==> config.mk <==
export PLATFORM = sky130hd
export DESIGN_NAME = three_axis_step_pulse_controller_flat
export DESIGN_NICKNAME = d
export VERILOG_FILES = /design/src/rtl/core/tspc_pkg.sv /design/src/rtl/core/tspc_if.sv /design/src/rtl/core/tspc_axis.sv /design/src/rtl/core/three_axis_step_pulse_controller.sv /design/src/flat_wrapper.sv
export SDC_FILE = /design/constraint.sdc
export NUM_CORES = 1
export LEC_CHECK = 0
export BUFFER_PORTS_ARGS = -buffer_cell sky130_fd_sc_hd__buf_2
export CORE_AREA = 2 2 275 277
export DETAILED_ROUTE_END_ITERATION = 7
export DIE_AREA = 0 0 277 279
export GPL_ROUTABILITY_DRIVEN = 0
export GPL_TIMING_DRIVEN = 0
export PLACE_DENSITY = 0.48
export SYNTH_ARGS = -nofsm -noshare
export SYNTH_HDL_FRONTEND = slang
export SYNTH_HIERARCHICAL = 1
export SYNTH_SLANG_ARGS = --single-unit
==> constraint.sdc <==
create_clock -name clk -period 4.8 [get_ports clk]
set_input_delay 0.48 -clock clk [delete_from_list [all_inputs] [get_ports clk]]
set_output_delay 0.48 -clock clk [all_outputs]
set_load 0.01 [all_outputs]
==> src/rtl/core/tspc_pkg.sv <==
// Shared widths, codes, reset values and per-axis control structs for the
// three-axis step pulse controller. No dependencies.
package tspc_pkg;

  localparam int N_AXES  = 3;
  localparam int OP_W    = 2;
  localparam int AXIS_W  = 2;
  localparam int LEN_W   = 10;
  localparam int SPT_W   = 7;
  localparam int PER_W   = 16;
  localparam int POS_W   = 16;
  localparam int CFG_IDX_W  = 2;
  localparam int CFG_DATA_W = 16;

  // request opcodes
  localparam logic [OP_W-1:0] OP_TICK = 2'd0;
  localparam logic [OP_W-1:0] OP_MOVE = 2'd1;
  localparam logic [OP_W-1:0] OP_HOME = 2'd2;

  // axis codes
  localparam logic [AXIS_W-1:0] AXIS_X = 2'd0;
  localparam logic [AXIS_W-1:0] AXIS_Y = 2'd1;
  localparam logic [AXIS_W-1:0] AXIS_Z = 2'd2;
  // no axis: a move is dropped and the position reads zero
  localparam logic [AXIS_W-1:0] AXIS_NONE = 2'd3;

  // configuration register indexes
  typedef enum logic [CFG_IDX_W-1:0] {
    CFG_STEPS_PER_TENTH = 2'd0,
    CFG_MOVE_PERIOD     = 2'd1,
    CFG_HOMING_PERIOD   = 2'd2,
    CFG_HOMING_DISTANCE = 2'd3
  } cfg_idx_t;

  localparam logic [SPT_W-1:0] SPT_RST         = 7'd8;
  localparam logic [PER_W-1:0] MOVE_PERIOD_RST = 16'd400;
  localparam logic [PER_W-1:0] HOME_PERIOD_RST = 16'd600;
  localparam logic [PER_W-1:0] HOME_DIST_RST   = 16'd32000;

  typedef enum logic [2:0] {
    PH_IDLE    = 3'b001,
    PH_SEEK_Z  = 3'b010,
    PH_SEEK_XY = 3'b100
  } phase_t;

  // command to one axis for the request being committed
  typedef struct packed {
    logic             tick;
    logic             limit;
    logic             start;
    logic [PER_W-1:0] target;
    logic             dir;
    logic [PER_W-1:0] period;
    logic             set_pend;
  } axis_cmd_t;

  // axis state after the request is applied
  typedef struct packed {
    logic step;
    logic dir;
    logic busy;
    logic pend;
  } axis_sts_t;

endpackage

==> src/rtl/core/tspc_if.sv <==
// Handshake channels of the step pulse controller: request, result and
// configuration write. Depends on tspc_pkg.
interface tspc_in_if;
  logic                           valid;
  logic                           ready;
  logic [tspc_pkg::OP_W-1:0]      op;
  logic [tspc_pkg::AXIS_W-1:0]    axis;
  logic [tspc_pkg::LEN_W-1:0]     length_tenths;
  logic                           toward_positive;
  logic                           limit_x;
  logic                           limit_y;
  logic                           limit_z;

  modport source (output valid, op, axis, length_tenths, toward_positive,
                  limit_x, limit_y, limit_z, input ready);
  modport sink   (input valid, op, axis, length_tenths, toward_positive,
                  limit_x, limit_y, limit_z, output ready);
endinterface

interface tspc_out_if;
  logic                           valid;
  logic                           ready;
  logic                           step_x;
  logic                           step_y;
  logic                           step_z;
  logic                           dir_x;
  logic                           dir_y;
  logic                           dir_z;
  logic                           busy_x;
  logic                           busy_y;
  logic                           busy_z;
  logic                           homing_active;
  logic                           move_rejected;
  logic signed [tspc_pkg::POS_W-1:0] axis_position;

  modport source (output valid, step_x, step_y, step_z, dir_x, dir_y, dir_z,
                  busy_x, busy_y, busy_z, homing_active, move_rejected,
                  axis_position, input ready);
  modport sink   (input valid, step_x, step_y, step_z, dir_x, dir_y, dir_z,
                  busy_x, busy_y, busy_z, homing_active, move_rejected,
                  axis_position, output ready);
endinterface

interface tspc_cfg_if;
  logic                              valid;
  logic                              ready;
  logic [tspc_pkg::CFG_IDX_W-1:0]    index;
  logic [tspc_pkg::CFG_DATA_W-1:0]   data;

  modport source (output valid, index, data, input ready);
  modport sink   (input valid, index, data, output ready);
endinterface

==> src/rtl/core/tspc_axis.sv <==
// One step/dir axis: period divider, step pin toggle, step counter, limit stop.
// Presents the post-request state combinationally. Depends on tspc_pkg.
module tspc_axis (
  input  logic                clk,
  input  logic                rst_n,
  input  tspc_pkg::axis_cmd_t cmd,
  output tspc_pkg::axis_sts_t sts
);
  import tspc_pkg::*;

  logic [PER_W-1:0] div_r, div_nxt;
  logic [PER_W-1:0] per_r, per_nxt;
  logic [PER_W-1:0] sd_r, sd_nxt;
  logic [PER_W-1:0] tgt_r, tgt_nxt;
  logic             step_r, step_nxt;
  logic             en_r, en_nxt;
  logic             dir_r, dir_nxt;
  logic             pend_r, pend_nxt;
  logic             fire;
  logic [PER_W-1:0] sd_inc;

  always_comb begin
    div_nxt  = div_r;
    per_nxt  = per_r;
    sd_nxt   = sd_r;
    tgt_nxt  = tgt_r;
    step_nxt = step_r;
    en_nxt   = en_r;
    dir_nxt  = dir_r;
    pend_nxt = pend_r;
    fire     = (div_r >= per_r);
    sd_inc   = (sd_r == '1) ? sd_r : sd_r + 1'b1;

    if (cmd.tick) begin
      div_nxt = fire ? '0 : div_r + 1'b1;
      if (fire && en_r) begin
        if (!step_r) begin
          step_nxt = 1'b1;
        end else begin
          // falling edge: count a step, then check target and switch
          step_nxt = 1'b0;
          sd_nxt   = sd_inc;
          if (sd_inc >= tgt_r) begin
            sd_nxt = '0;
            en_nxt = 1'b0;
          end
          if (cmd.limit && pend_r) begin
            en_nxt   = 1'b0;
            sd_nxt   = '0;
            pend_nxt = 1'b0;
          end
        end
      end
    end
    if (cmd.set_pend) begin
      pend_nxt = 1'b1;
    end
    // start overrides the tick result; count and divider carry over
    if (cmd.start) begin
      tgt_nxt = cmd.target;
      dir_nxt = cmd.dir;
      per_nxt = cmd.period;
      en_nxt  = 1'b1;
    end
  end

  always_ff @(posedge clk) begin
    if (!rst_n) begin
      div_r  <= '0;
      per_r  <= MOVE_PERIOD_RST;
      sd_r   <= '0;
      tgt_r  <= '0;
      step_r <= 1'b0;
      en_r   <= 1'b0;
      dir_r  <= 1'b0;
      pend_r <= 1'b0;
    end else begin
      div_r  <= div_nxt;
      per_r  <= per_nxt;
      sd_r   <= sd_nxt;
      tgt_r  <= tgt_nxt;
      step_r <= step_nxt;
      en_r   <= en_nxt;
      dir_r  <= dir_nxt;
      pend_r <= pend_nxt;
    end
  end

  assign sts.step = step_nxt;
  assign sts.dir  = dir_nxt;
  assign sts.busy = en_nxt;
  assign sts.pend = pend_nxt;

  // a stopped axis never holds a nonzero step count
  assert property (@(posedge clk) disable iff (!rst_n)
    !en_r |-> (sd_r == '0) || $past(!rst_n))
    else $error("tspc_axis: step count left nonzero on a stopped axis");

  assert property (@(posedge clk) disable iff (!rst_n)
    !cmd.tick && !cmd.start && !cmd.set_pend |=> $stable(div_r) && $stable(en_r))
    else $error("tspc_axis: axis state moved without a command");

  // a start always leaves the axis running
  assert property (@(posedge clk) disable iff (!rst_n)
    cmd.start |=> en_r)
    else $error("tspc_axis: started axis is not running");

endmodule

==> src/rtl/core/three_axis_step_pulse_controller.sv <==
// Top level of the three-axis step/dir pulse controller with homing.
// Depends on tspc_pkg, tspc_if (channels) and tspc_axis.
//
// Usage:
//   in_req   request channel: a timer tick, a move or a start-homing request,
//            with the three switch levels sampled on ticks.
//   out_res  one result per request: step/dir pin levels, busy flags,
//            homing status, move refusal and the named axis position.
//   cfg_wr   register writes (steps per tenth, move period, homing period,
//            homing distance); always ready, applied at once, issue only
//            while no request is in flight.
// Path: a request passes the input register, then the result register, from
//   which out_res takes it.
// Throughput: one request per cycle unless out_res stalls; the axis update is
//   a single pass of divider compare, step counter and 10x7 multiply per request.
// Stall: when out_res.ready is low the result register holds, the input
//   register fills, and in_req.ready drops only when both are full.
// Reset: synchronous, active low; clears all axes, homing and positions and
//   loads the register defaults. No clearing pass.
module three_axis_step_pulse_controller (
  input  logic        clk,
  input  logic        rst_n,
  tspc_in_if.sink     in_req,
  tspc_out_if.source  out_res,
  tspc_cfg_if.sink    cfg_wr
);
  import tspc_pkg::*;

  // configuration
  logic [SPT_W-1:0] spt_r;
  logic [PER_W-1:0] move_per_r, home_per_r, home_dist_r;

  // input register
  logic              s1_valid_r;
  logic [OP_W-1:0]   s1_op_r;
  logic [AXIS_W-1:0] s1_axis_r;
  logic [LEN_W-1:0]  s1_len_r;
  logic              s1_tp_r;
  logic [N_AXES-1:0] s1_lim_r;

  // result register
  logic                    out_valid_r;
  logic [N_AXES-1:0]       out_step_r, out_dir_r, out_busy_r;
  logic                    out_home_r, out_rej_r;
  logic signed [POS_W-1:0] out_pos_r;

  // block state
  phase_t                  phase_r, phase_nxt;
  logic signed [POS_W-1:0] pos_r   [N_AXES];
  logic signed [POS_W-1:0] pos_nxt [N_AXES];

  axis_cmd_t cmd [N_AXES];
  axis_sts_t sts [N_AXES];

  logic                    adv, in_acc;
  logic                    is_tick, is_move, is_home, go_xy, done_xy;
  logic                    rej;
  logic [N_AXES-1:0]       start_move;
  logic [SPT_W+LEN_W-1:0]  prod;
  logic [PER_W-1:0]        tgt;
  logic signed [POS_W-1:0] pos_sel, pos_moved, pos_out;
  logic [POS_W:0]          sum, diff;

  assign adv           = s1_valid_r && (!out_valid_r || out_res.ready);
  assign in_req.ready  = !s1_valid_r || adv;
  assign in_acc        = in_req.valid && in_req.ready;
  assign cfg_wr.ready  = 1'b1;

  always_ff @(posedge clk) begin
    if (!rst_n) begin
      spt_r       <= SPT_RST;
      move_per_r  <= MOVE_PERIOD_RST;
      home_per_r  <= HOME_PERIOD_RST;
      home_dist_r <= HOME_DIST_RST;
    end else if (cfg_wr.valid) begin
      unique case (cfg_idx_t'(cfg_wr.index))
        CFG_STEPS_PER_TENTH: spt_r       <= cfg_wr.data[SPT_W-1:0];
        CFG_MOVE_PERIOD:     move_per_r  <= cfg_wr.data[PER_W-1:0];
        CFG_HOMING_PERIOD:   home_per_r  <= cfg_wr.data[PER_W-1:0];
        CFG_HOMING_DISTANCE: home_dist_r <= cfg_wr.data[PER_W-1:0];
      endcase
    end
  end

  always_ff @(posedge clk) begin
    if (!rst_n) begin
      s1_valid_r <= 1'b0;
    end else if (in_acc) begin
      s1_valid_r <= 1'b1;
    end else if (adv) begin
      s1_valid_r <= 1'b0;
    end
  end

  always_ff @(posedge clk) begin
    if (in_acc) begin
      s1_op_r   <= in_req.op;
      s1_axis_r <= in_req.axis;
      s1_len_r  <= in_req.length_tenths;
      s1_tp_r   <= in_req.toward_positive;
      s1_lim_r  <= {in_req.limit_z, in_req.limit_y, in_req.limit_x};
    end
  end

  // decode the request being committed
  assign is_tick = adv && (s1_op_r == OP_TICK);
  assign is_move = adv && (s1_op_r == OP_MOVE) && (s1_axis_r != AXIS_NONE);
  assign is_home = adv && (s1_op_r == OP_HOME);

  always_comb begin
    unique case (s1_axis_r)
      AXIS_X:  pos_sel = pos_r[AXIS_X];
      AXIS_Y:  pos_sel = pos_r[AXIS_Y];
      AXIS_Z:  pos_sel = pos_r[AXIS_Z];
      default: pos_sel = '0;
    endcase
  end

  // move target saturates at 16 bits
  assign prod = {{SPT_W{1'b0}}, s1_len_r} * {{LEN_W{1'b0}}, spt_r};
  assign tgt  = (prod[SPT_W+LEN_W-1:PER_W] != '0) ? '1 : prod[PER_W-1:0];

  assign sum  = {pos_sel[POS_W-1], pos_sel} + {{(POS_W+1-LEN_W){1'b0}}, s1_len_r};
  assign diff = {pos_sel[POS_W-1], pos_sel} - {{(POS_W+1-LEN_W){1'b0}}, s1_len_r};

  always_comb begin
    if (s1_tp_r) begin
      pos_moved = (!sum[POS_W] && sum[POS_W-1]) ? 16'sh7FFF : sum[POS_W-1:0];
    end else begin
      pos_moved = (diff[POS_W] && !diff[POS_W-1]) ? 16'sh8000 : diff[POS_W-1:0];
    end
  end

  // x and y refuse to go below zero
  assign rej = is_move && (s1_axis_r != AXIS_Z) && !s1_tp_r && diff[POS_W];

  always_comb begin
    for (int a = 0; a < N_AXES; a++) begin
      start_move[a] = is_move && !rej && (s1_axis_r == AXIS_W'(a));
    end
  end

  assign go_xy   = is_tick && (phase_r == PH_SEEK_Z) && !sts[AXIS_Z].pend;
  assign done_xy = is_tick && (phase_r == PH_SEEK_XY) &&
                   !sts[AXIS_X].pend && !sts[AXIS_Y].pend;

  always_comb begin
    for (int a = 0; a < N_AXES; a++) begin
      cmd[a].tick     = is_tick;
      cmd[a].limit    = s1_lim_r[a];
      cmd[a].set_pend = is_home;
      cmd[a].start    = start_move[a];
      cmd[a].target   = tgt;
      cmd[a].period   = move_per_r;
      cmd[a].dir      = (AXIS_W'(a) == AXIS_X) ? s1_tp_r : !s1_tp_r;
    end
    // homing legs: z toward negative first, then x and y
    if (go_xy) begin
      cmd[AXIS_X].start  = 1'b1;
      cmd[AXIS_X].target = home_dist_r;
      cmd[AXIS_X].period = home_per_r;
      cmd[AXIS_X].dir    = 1'b0;
      cmd[AXIS_Y].start  = 1'b1;
      cmd[AXIS_Y].target = home_dist_r;
      cmd[AXIS_Y].period = home_per_r;
      cmd[AXIS_Y].dir    = 1'b1;
    end
    if (is_home) begin
      cmd[AXIS_Z].start  = 1'b1;
      cmd[AXIS_Z].target = home_dist_r;
      cmd[AXIS_Z].period = home_per_r;
      cmd[AXIS_Z].dir    = 1'b1;
    end
  end

  for (genvar g = 0; g < N_AXES; g++) begin : g_axis
    tspc_axis u_axis (
      .clk   (clk),
      .rst_n (rst_n),
      .cmd   (cmd[g]),
      .sts   (sts[g])
    );
  end

  always_comb begin
    priority if (is_home) begin
      phase_nxt = PH_SEEK_Z;
    end else if (go_xy) begin
      phase_nxt = PH_SEEK_XY;
    end else if (done_xy) begin
      phase_nxt = PH_IDLE;
    end else begin
      phase_nxt = phase_r;
    end
  end

  always_comb begin
    for (int a = 0; a < N_AXES; a++) begin
      pos_nxt[a] = start_move[a] ? pos_moved : pos_r[a];
    end
    if (done_xy) begin
      pos_nxt[AXIS_X] = '0;
      pos_nxt[AXIS_Y] = '0;
    end
  end

  always_comb begin
    unique case (s1_axis_r)
      AXIS_X:  pos_out = pos_nxt[AXIS_X];
      AXIS_Y:  pos_out = pos_nxt[AXIS_Y];
      AXIS_Z:  pos_out = pos_nxt[AXIS_Z];
      default: pos_out = '0;
    endcase
  end

  always_ff @(posedge clk) begin
    if (!rst_n) begin
      phase_r <= PH_IDLE;
      for (int a = 0; a < N_AXES; a++) begin
        pos_r[a] <= '0;
      end
    end else begin
      phase_r <= phase_nxt;
      for (int a = 0; a < N_AXES; a++) begin
        pos_r[a] <= pos_nxt[a];
      end
    end
  end

  always_ff @(posedge clk) begin
    if (!rst_n) begin
      out_valid_r <= 1'b0;
    end else if (adv) begin
      out_valid_r <= 1'b1;
    end else if (out_res.ready) begin
      out_valid_r <= 1'b0;
    end
  end

  always_ff @(posedge clk) begin
    if (adv) begin
      for (int a = 0; a < N_AXES; a++) begin
        out_step_r[a] <= sts[a].step;
        out_dir_r[a]  <= sts[a].dir;
        out_busy_r[a] <= sts[a].busy;
      end
      out_home_r <= (phase_nxt != PH_IDLE);
      out_rej_r  <= rej;
      out_pos_r  <= pos_out;
    end
  end

  assign out_res.valid         = out_valid_r;
  assign out_res.step_x        = out_step_r[AXIS_X];
  assign out_res.step_y        = out_step_r[AXIS_Y];
  assign out_res.step_z        = out_step_r[AXIS_Z];
  assign out_res.dir_x         = out_dir_r[AXIS_X];
  assign out_res.dir_y         = out_dir_r[AXIS_Y];
  assign out_res.dir_z         = out_dir_r[AXIS_Z];
  assign out_res.busy_x        = out_busy_r[AXIS_X];
  assign out_res.busy_y        = out_busy_r[AXIS_Y];
  assign out_res.busy_z        = out_busy_r[AXIS_Z];
  assign out_res.homing_active = out_home_r;
  assign out_res.move_rejected = out_rej_r;
  assign out_res.axis_position = out_pos_r;

  // x and y positions never drop below zero
  assert property (@(posedge clk) disable iff (!rst_n)
    !pos_r[AXIS_X][POS_W-1] && !pos_r[AXIS_Y][POS_W-1])
    else $error("tspc: x or y position went negative");

  // positions and homing phase change only on a committed request
  assert property (@(posedge clk) disable iff (!rst_n)
    !adv |=> $stable(phase_r) && $stable(pos_r[AXIS_X]) &&
             $stable(pos_r[AXIS_Y]) && $stable(pos_r[AXIS_Z]))
    else $error("tspc: state moved without a request");

  // a homing request always restarts the sequence at z
  assert property (@(posedge clk) disable iff (!rst_n)
    is_home |=> (phase_r == PH_SEEK_Z) && out_valid_r && out_res.homing_active)
    else $error("tspc: homing request did not restart at z");

  // a refusal leaves the axis position untouched
  assert property (@(posedge clk) disable iff (!rst_n)
    rej |=> out_valid_r && out_rej_r && $stable(pos_r[AXIS_X]) && $stable(pos_r[AXIS_Y]))
    else $error("tspc: refused move changed a position");

endmodule

==> src/flat_wrapper.sv <==
// flat-port wrapper written by rule: the top's interface ports become plain ports
module three_axis_step_pulse_controller_flat import tspc_pkg::*;
  (clk, rst_n, in_req_valid, in_req_op, in_req_axis, in_req_length_tenths, in_req_toward_positive, in_req_limit_x, in_req_limit_y, in_req_limit_z, in_req_ready, out_res_valid, out_res_step_x, out_res_step_y, out_res_step_z, out_res_dir_x, out_res_dir_y, out_res_dir_z, out_res_busy_x, out_res_busy_y, out_res_busy_z, out_res_homing_active, out_res_move_rejected, out_res_axis_position, out_res_ready, cfg_wr_valid, cfg_wr_index, cfg_wr_data, cfg_wr_ready);
  tspc_in_if in_req_i ();
  tspc_out_if out_res_i ();
  tspc_cfg_if cfg_wr_i ();
  input  logic clk;
  input  logic rst_n;
  input wire logic [$bits(in_req_i.valid)-1:0] in_req_valid;
  input wire logic [$bits(in_req_i.op)-1:0] in_req_op;
  input wire logic [$bits(in_req_i.axis)-1:0] in_req_axis;
  input wire logic [$bits(in_req_i.length_tenths)-1:0] in_req_length_tenths;
  input wire logic [$bits(in_req_i.toward_positive)-1:0] in_req_toward_positive;
  input wire logic [$bits(in_req_i.limit_x)-1:0] in_req_limit_x;
  input wire logic [$bits(in_req_i.limit_y)-1:0] in_req_limit_y;
  input wire logic [$bits(in_req_i.limit_z)-1:0] in_req_limit_z;
  output wire logic [$bits(in_req_i.ready)-1:0] in_req_ready;
  output wire logic [$bits(out_res_i.valid)-1:0] out_res_valid;
  output wire logic [$bits(out_res_i.step_x)-1:0] out_res_step_x;
  output wire logic [$bits(out_res_i.step_y)-1:0] out_res_step_y;
  output wire logic [$bits(out_res_i.step_z)-1:0] out_res_step_z;
  output wire logic [$bits(out_res_i.dir_x)-1:0] out_res_dir_x;
  output wire logic [$bits(out_res_i.dir_y)-1:0] out_res_dir_y;
  output wire logic [$bits(out_res_i.dir_z)-1:0] out_res_dir_z;
  output wire logic [$bits(out_res_i.busy_x)-1:0] out_res_busy_x;
  output wire logic [$bits(out_res_i.busy_y)-1:0] out_res_busy_y;
  output wire logic [$bits(out_res_i.busy_z)-1:0] out_res_busy_z;
  output wire logic [$bits(out_res_i.homing_active)-1:0] out_res_homing_active;
  output wire logic [$bits(out_res_i.move_rejected)-1:0] out_res_move_rejected;
  output wire logic [$bits(out_res_i.axis_position)-1:0] out_res_axis_position;
  input wire logic [$bits(out_res_i.ready)-1:0] out_res_ready;
  input wire logic [$bits(cfg_wr_i.valid)-1:0] cfg_wr_valid;
  input wire logic [$bits(cfg_wr_i.index)-1:0] cfg_wr_index;
  input wire logic [$bits(cfg_wr_i.data)-1:0] cfg_wr_data;
  output wire logic [$bits(cfg_wr_i.ready)-1:0] cfg_wr_ready;
  assign in_req_i.valid = in_req_valid;
  assign in_req_i.op = in_req_op;
  assign in_req_i.axis = in_req_axis;
  assign in_req_i.length_tenths = in_req_length_tenths;
  assign in_req_i.toward_positive = in_req_toward_positive;
  assign in_req_i.limit_x = in_req_limit_x;
  assign in_req_i.limit_y = in_req_limit_y;
  assign in_req_i.limit_z = in_req_limit_z;
  assign in_req_ready = in_req_i.ready;
  assign out_res_valid = out_res_i.valid;
  assign out_res_step_x = out_res_i.step_x;
  assign out_res_step_y = out_res_i.step_y;
  assign out_res_step_z = out_res_i.step_z;
  assign out_res_dir_x = out_res_i.dir_x;
  assign out_res_dir_y = out_res_i.dir_y;
  assign out_res_dir_z = out_res_i.dir_z;
  assign out_res_busy_x = out_res_i.busy_x;
  assign out_res_busy_y = out_res_i.busy_y;
  assign out_res_busy_z = out_res_i.busy_z;
  assign out_res_homing_active = out_res_i.homing_active;
  assign out_res_move_rejected = out_res_i.move_rejected;
  assign out_res_axis_position = out_res_i.axis_position;
  assign out_res_i.ready = out_res_ready;
  assign cfg_wr_i.valid = cfg_wr_valid;
  assign cfg_wr_i.index = cfg_wr_index;
  assign cfg_wr_i.data = cfg_wr_data;
  assign cfg_wr_ready = cfg_wr_i.ready;
  three_axis_step_pulse_controller u_core (.clk(clk), .rst_n(rst_n), .in_req(in_req_i), .out_res(out_res_i), .cfg_wr(cfg_wr_i));
endmodule
==> results of run 1 <==
## cells in the mapped netlist, drive strengths merged, types with 25 or more instances
master,number
nor2,272
ha,155
and3,27
a31oi,37
nand4,38
xnor2,50
buf,45
nand2,370
dfxtp,312
edfxtp,45
fa,41
clkbuf,85
xor2,42
nor3,32
a211oi,25
nand2b,40
mux2i,119
a21oi,187
nand3,99
inv,199
mux2,25
o21ai,89
o21a,27
and2,65
## power by group
part	internal [uW]	leakage, uW	switching, uW
registers	3080	0.00296	45.5
logic	336	0.00665	573
clock network	2050	0.000731	1410
## metal layers
metal | part of all wire | global-route usage | vias up
li1 | - | - | 9462
met3 | 0.049 | 0.0213 | 97
met4 | 0.028 | 0.0598 | 0
met5 | 0 | 0 | -
met2 | 0.45 | 0.292 | 536
met1 | 0.47 | 0.247 | 9355
## final timing paths
kind	cells after the start	slack (ns)	from	endpoint
setup / recovery	24	-0.29	u_core/s1_len_r[5]	u_core/g_axis[2].u_axis/tgt_r[13]
hold / removal	1	0.07	in_req_limit_y	u_core/s1_lim_r[1]
setup reg to reg	24	-0.29	u_core/s1_len_r[5]	u_core/g_axis[2].u_axis/tgt_r[13]
hold reg to reg	2	0.46	u_core/pos_r[0][16]	u_core/pos_r[0][16]
## final cells by class
| cell class | instances | area [um2] |
|---|---|---|
| buffer | 123 | 758 |
| clock buffer | 61 | 1290 |
| tap | 969 | 1210 |
| clock inverter | 18 | 219 |
| inverter | 200 | 751 |
| fill | 7636 | 47700 |
| multi-input combinational | 1966 | 13800 |
| antenna | 1 | 2.50 |
| timing repair buffer | 116 | 724 |
| sequential | 357 | 7600 |
## worst register-to-register path: stages (launching register included)
cell and delay [ns]:
edfxtp_1 0.42, buf_6 0.15, and2_4 0.15, fa_1 0.55, inv_2 0.04, fa_1 0.50
inv_1 0.05, fa_1 0.48, inv_1 0.05, fa_1 0.49, inv_2 0.05, ha_4 0.27
inv_2 0.04, o21ba_4 0.20, o21ai_4 0.15, a211oi_2 0.11, o31ai_2 0.25, a21oi_2 0.10
xnor2_2 0.14, buf_6 0.17, clkbuf_16 0.16, and2_4 0.17, a21oi_4 0.08, mux2i_1 0.18
nor2_1 0.05
## timing repair
| action | CTS | global route |
|---|---|---|
| buffers inserted | 29 | 14 |
| gates resized for setup | 139 | 53 |
| gates cloned | 2 | 0 |
| setup endpoints to repair | 152 | 132 |
| pin swaps | 23 | 20 |
## registers in the layout, summed over array words and instances, names as in the netlist, 7 cells and up
signal                        cells
u_core/g_axis.u_axis/per_r       48
u_core/move_per_r                16
u_core/g_axis.u_axis/tgt_r       48
u_core/home_per_r                16
u_core/spt_r                      7
u_core/home_dist_r               16
u_core/g_axis.u_axis/div_r       48
u_core/s1_len_r                  10
u_core/g_axis.u_axis/sd_r        48
u_core/out_res.axis_position     16
u_core/pos_r                     48
## kinds of logic (layout without fill, tap and decap cells)
family,count (synthesis),after routing,share of synthesized area
AO/OA/AOI/OAI,514,514,0.151
adder cells (fa/ha/maj),197,197,0.126
other,1,2,0.000170
buffers and inverters,330,518,0.0612
XOR/XNOR,92,92,0.0365
AND/OR/NAND/NOR,1018,1018,0.214
flip-flops,357,357,0.345
multiplexers,144,144,0.0668
## through the flow
stage          total power, uW  instances  setup slack (ns)  TNS, ns
6_report                  7490       3811            -0.288   -10.80
5_1_grt                   7790       3811            -0.525   -21.98
4_1_cts                   7570       3796            -0.309   -12.12
3_5_place_dp              3970       3693             -2.05  -200.11
3_3_place_gp              3960       3691             -2.43  -229.86
2_1_floorplan             3670       2653           -0.0870   -0.970
==> flow_summary.toml, run 1 <==
[status]
outcome = "complete, but fails checks"
violated_checks = "negative setup slack"

[timing]
setup_slack_ns = -0.288
rsz0062_at_grt = "true"
max_slew_violation_count = 0
worst_hold_slack_ns = 0.0727
tightestPinTransition_ns = 0.956
setup_violations = 48
fmax_mhz = 197
finalCritPeriodShare = 1.06
hold_viol_final = 0
slew_headroom = 0.363
clock-skew-final_ns = 0.0183
finalWorstPathRequiredPeriod_ns = 5.09

[grt]
grt_usage = 0.180
vias_in_the_first_global_route = 19000
pin_count_of_the_biggest_net_entering_global_routing = 29
wire_length_of_the_first_global_routing_pass_um = 110000
grt_overflow = 0
number_of_antenna_violations_at_the_first_check_in_global_routing = 7

[route]
drtAntennaViolNets = 0
post-route-drc-count = 0
dr.first_iter.drc_count = 1303
vias_per_cell = 5.10
via_count = 19500
wl_per_cell_um = 18.6
totalWireLength_um = 70800
drt_pass1_iterations = 5

[critical_path]
critPathMaxFanout = 8
timing.critical_path.max_delay_family = "adder cells"
crit_path_top_delay_cell = "fa_1"
crit_top_cell = "fa_1"
critPathKind = "flop to flop"
critPathMaxStageDelay_ns = 0.55
timing.critical_path.cells = "buf_6 -> and2_4 -> fa_1 -> inv_2 -> fa_1 -> inv_1 -> fa_1 -> inv_1 -> fa_1 -> inv_2 -> ha_4 -> inv_2 -> o21ba_4 -> o21ai_4 -> a211oi_2 -> o31ai_2 -> a21oi_2 -> xnor2_2 -> buf_6 -> clkbuf_16 -> and2_4 -> a21oi_4 -> mux2i_1 -> nor2_1"
required_arrival_time_at_the_worst_endpoint_ns = 5.26
worst_setup_path_start_kind = "flop"
cp_bufs_invs = 8
crit_arrival_ns = 5.55
crit_path_end_kind = "flop"

[yosys]
synthFlopType = "dfxtp_1"
yosys_warnings = 6
synth.yosys.seq_area_share = 0.345
synthesis.area_per_instance_um2 = 8.31
synth_top_cell_by_area = "dfxtp_1"
synth_enable_flop_cells = 45
yosys_reg_bits = 357
yosys.area.top_type_share = 0.283
cells_taking_the_most_area_after_synthesis = "dfxtp_1, ha_1, nand2_1"
yosys.cell_types.count = 93
syn-instance-count = 2653
synth_nets = 2890
synth_async_sr_flop_share = 0
mappedNetlistArea_um2 = 22000

[die]
total_die_area_um2 = 77300
rows = 100
die_w_um = 277
fp.dieH_um = 279
num_io_pins = 71
core_area_um2 = 74100
floorplan.initialDensity = 0.298

[place]
dp_hpwl_um = 53300
io_buffer_count = 69
dpl_cell_area_um2 = 23700

[cells_and_area]
finish.net_count = 3044
layout_overhead_on_the_synthesized_area_pct = 19.7
layout_commonest_cell = "nand2_1"
final_util = 0.356
post-route-cell-area_um2 = 26400
highest_count_cells_in_the_layout_ignoring_fill_and_taps = "nand2_1, dfxtp_1, nor2_1, inv_1, a21oi_1"
drive_above_1_share = 0.146

[cts]
cts_num_sinks = 357
clockBufferDepth = 3
ctsHtreeMaxLevel = 2
cts-buffers-inserted = 43
root_buffer = "clkbuf_16"
cts.hold.buffers_added = 0
clock_latency_on_the_worst_skew_pair_ns = 0.58
clkSlewWorstSetupHoldPaths_ns = 0.06
cts_tree = "done"

[power]
power.leakage_uw = 0.0103
worst_ir_drop_vdd_mv = 0.218
power_density_nw_per_um2 = 284

[worst_hold_path]
timing.hold.worst.class = "input port to flop"

[flow_run]
timing.max_cap.violations = 0
Power figures use the tool's default switching activity.
==> run 2: changes to the inputs <==
- CTS_CLUSTER_DIAMETER: unset -> 60
- PLACE_DENSITY: 0.48 -> 0.46
- clock period: 4.8 -> 5.4 ns (I/O delays scaled with it)
==> run 2 against run 1 <==
Compared with the run above: the run ends with design-rule violations left; maximum frequency is 3.2% lower; first-iteration DRC count is 26% higher; routed wire length hardly changed; non-clock buffer count is 18 lower; final area is 1.4% lower; critical path depth is 2 lower; core utilization is 0.49 points lower; sequential share of layout area is 0.41 points higher; final cell count is 0.26% lower; via count is 0.36% higher.
==> flow_summary.toml, run 2 (synthesis gave the netlist of run 1 again) <==
[grt]
wire_length_of_the_first_global_routing_pass_um = 110000
vias_in_the_first_global_route = 18900
grt_usage = 0.180
grt_overflow = 0
number_of_antenna_violations_at_the_first_check_in_global_routing = 4
pin_count_of_the_biggest_net_entering_global_routing = 25

[critical_path]
crit_path_end_kind = "flop"
rrSetupSlack_ns = 0.15
required_arrival_time_at_the_worst_endpoint_ns = 5.94
critPathKind = "flop to flop"
crit_arrival_ns = 5.79
worst_setup_path_start_kind = "flop"
critPathMaxFanout = 4

[timing]
worst_hold_slack_ns = 0.128
finalCritPeriodShare = 0.973
fmax_mhz = 190
max_slew_violation_count = 0
setup_slack_ns = 0.147
clock-skew-final_ns = 0.0390
setup_violations = 0
finalWorstPathRequiredPeriod_ns = 5.25
slew_headroom = 0.136
rsz0062_at_grt = "true"
tightestPinTransition_ns = 1.29
hold_viol_final = 0

[route]
wl_per_cell_um = 18.6
drt_pass1_iterations = 8
totalWireLength_um = 70800
via_count = 19500
vias_per_cell = 5.14
post-route-drc-count = 19
drtAntennaViolNets = 0
dr.first_iter.drc_count = 1638

[cts]
clock_latency_on_the_worst_skew_pair_ns = 0.61
root_buffer = "clkbuf_16"
ctsHtreeMaxLevel = 2
cts.hold.buffers_added = 0
clkSlewWorstSetupHoldPaths_ns = 0.06
clockBufferDepth = 3
cts-buffers-inserted = 47
cts_num_sinks = 357
cts_tree = "done"

[cells_and_area]
finish.net_count = 3030
layout_commonest_cell = "nand2_1"
drive_above_1_share = 0.125
highest_count_cells_in_the_layout_ignoring_fill_and_taps = "nand2_1, dfxtp_1, nor2_1, inv_1, a21oi_1"
layout_overhead_on_the_synthesized_area_pct = 18.0

[place]
io_buffer_count = 69
pre_cts_setup_slack_ns = -1.69
dp_hpwl_um = 53700

[worst_hold_path]
timing.hold.worst.class = "input port to flop"

[power]
clkPwrFrac = 0.469
power.leakage_uw = 0.0102
power_density_nw_per_um2 = 258
comb_power_share = 0.117
share_seq_of_total_power = 0.414
worst_ir_drop_vdd_mv = 0.222
net-switching-power_uw = 1810
p_int_uw = 4900
power_switching_share = 0.270

[die]
die_w_um = 277
rows = 100
total_die_area_um2 = 77300
floorplan.initialDensity = 0.298
core_area_um2 = 74100
num_io_pins = 71
fp.dieH_um = 279

[flow_run]
timing.max_cap.violations = 0

[status]
outcome = "complete, but fails checks"
violated_checks = "design-rule violations"
[run 2: changes by cell type in the layout (fill, tap and decap cells not counted), sizes merged]
cell	previous run	this run
buf	165	151
inv	201	202
clkinvlp	5	1
clkdlybuf4s15	0	1
clkbuf	135	138
bufinv	3	2
clkinv	9	13
[run 2: worst paths after layout]
path / start / to / cells after the start
setup reg to reg: u_core/s1_len_r[4] / u_core/g_axis[1].u_axis/tgt_r[3] / 22
setup / recovery: u_core/s1_len_r[4] / u_core/g_axis[1].u_axis/tgt_r[3] / 22
hold / removal: in_req_axis[0] / u_core/s1_axis_r[0] / 1
hold reg to reg: u_core/pos_r[0][16] / u_core/pos_r[0][16] / 2
[run 2: power groups by stage]
| stage | Sequential, uW | Clock [uW] | Combinational (uW) |
|---|---|---|---|
| after floorplan | 2820 | 0 | 415 |
| after global placement | 2830 | 0 | 669 |
| after detailed placement | 2830 | 0 | 676 |
| after CTS | 2780 | 3240 | 724 |
| after global routing | 2780 | 3340 | 858 |
| final | 2780 | 3140 | 787 |
[run 2: critical path, cell delays in order (launching register included)]
cell      delay [ns]
edfxtp_1        0.50
buf_6           0.17
and2_4          0.13
fa_1            0.50
inv_1           0.05
fa_1            0.47
inv_1           0.05
fa_1            0.48
inv_1           0.05
fa_1            0.49
inv_2           0.05
ha_4            0.26
inv_2           0.04
o21ba_4         0.20
o21ai_4         0.19
a211oi_2        0.10
o31ai_1         0.26
a21oi_1         0.14
xnor2_2         0.19
buf_4           0.18
a31oi_1         0.47
mux2i_1         0.15
nor2_1          0.11
[run 2: what timing repair did]
action | in CTS | in global routing
setup endpoints to repair | 151 | 102
resized for setup | 80 | 78
pin swaps | 4 | 29
gates cloned | 1 | 1
buffers inserted | 15 | 14
[run 2: cell type report]
type                            count  area, um2
Sequential cell                   357       7600
Fill cell                        7701      48000
Inverter                          200        751
Timing Repair Buffer              102        636
Buffer                            119        641
Clock buffer                       69       1380
Clock inverter                     18        185
Antenna cell                        1       2.50
Multi-Input combinational cell   1966      13600
Tap cell                          969       1210
[run 2: layer usage]
metal / up-vias / track usage / part of all wire
met5: - / 0 / 0.00054
met4: 6 / 0.0411 / 0.020
met3: 107 / 0.0269 / 0.053
met2: 509 / 0.293 / 0.45
met1: 9452 / 0.250 / 0.48
li1: 9446 / - / -
[run 2: metrics by stage]
step / TNS (ns) / total power (uW) / util / instance area, um2 / std cells
after floorplan: 0 / 3240 / - / 22000 / 2653
after global routing: -0.470 / 6980 / 0.351 / 26000 / 3800
after CTS: -0.0303 / 6740 / 0.346 / 25600 / 3788
final: 0 / 6710 / 0.351 / 26000 / 3801
after global placement: -162.77 / 3500 / 0.319 / 23600 / 3691
after detailed placement: -136.03 / 3510 / 0.319 / 23600 / 3693
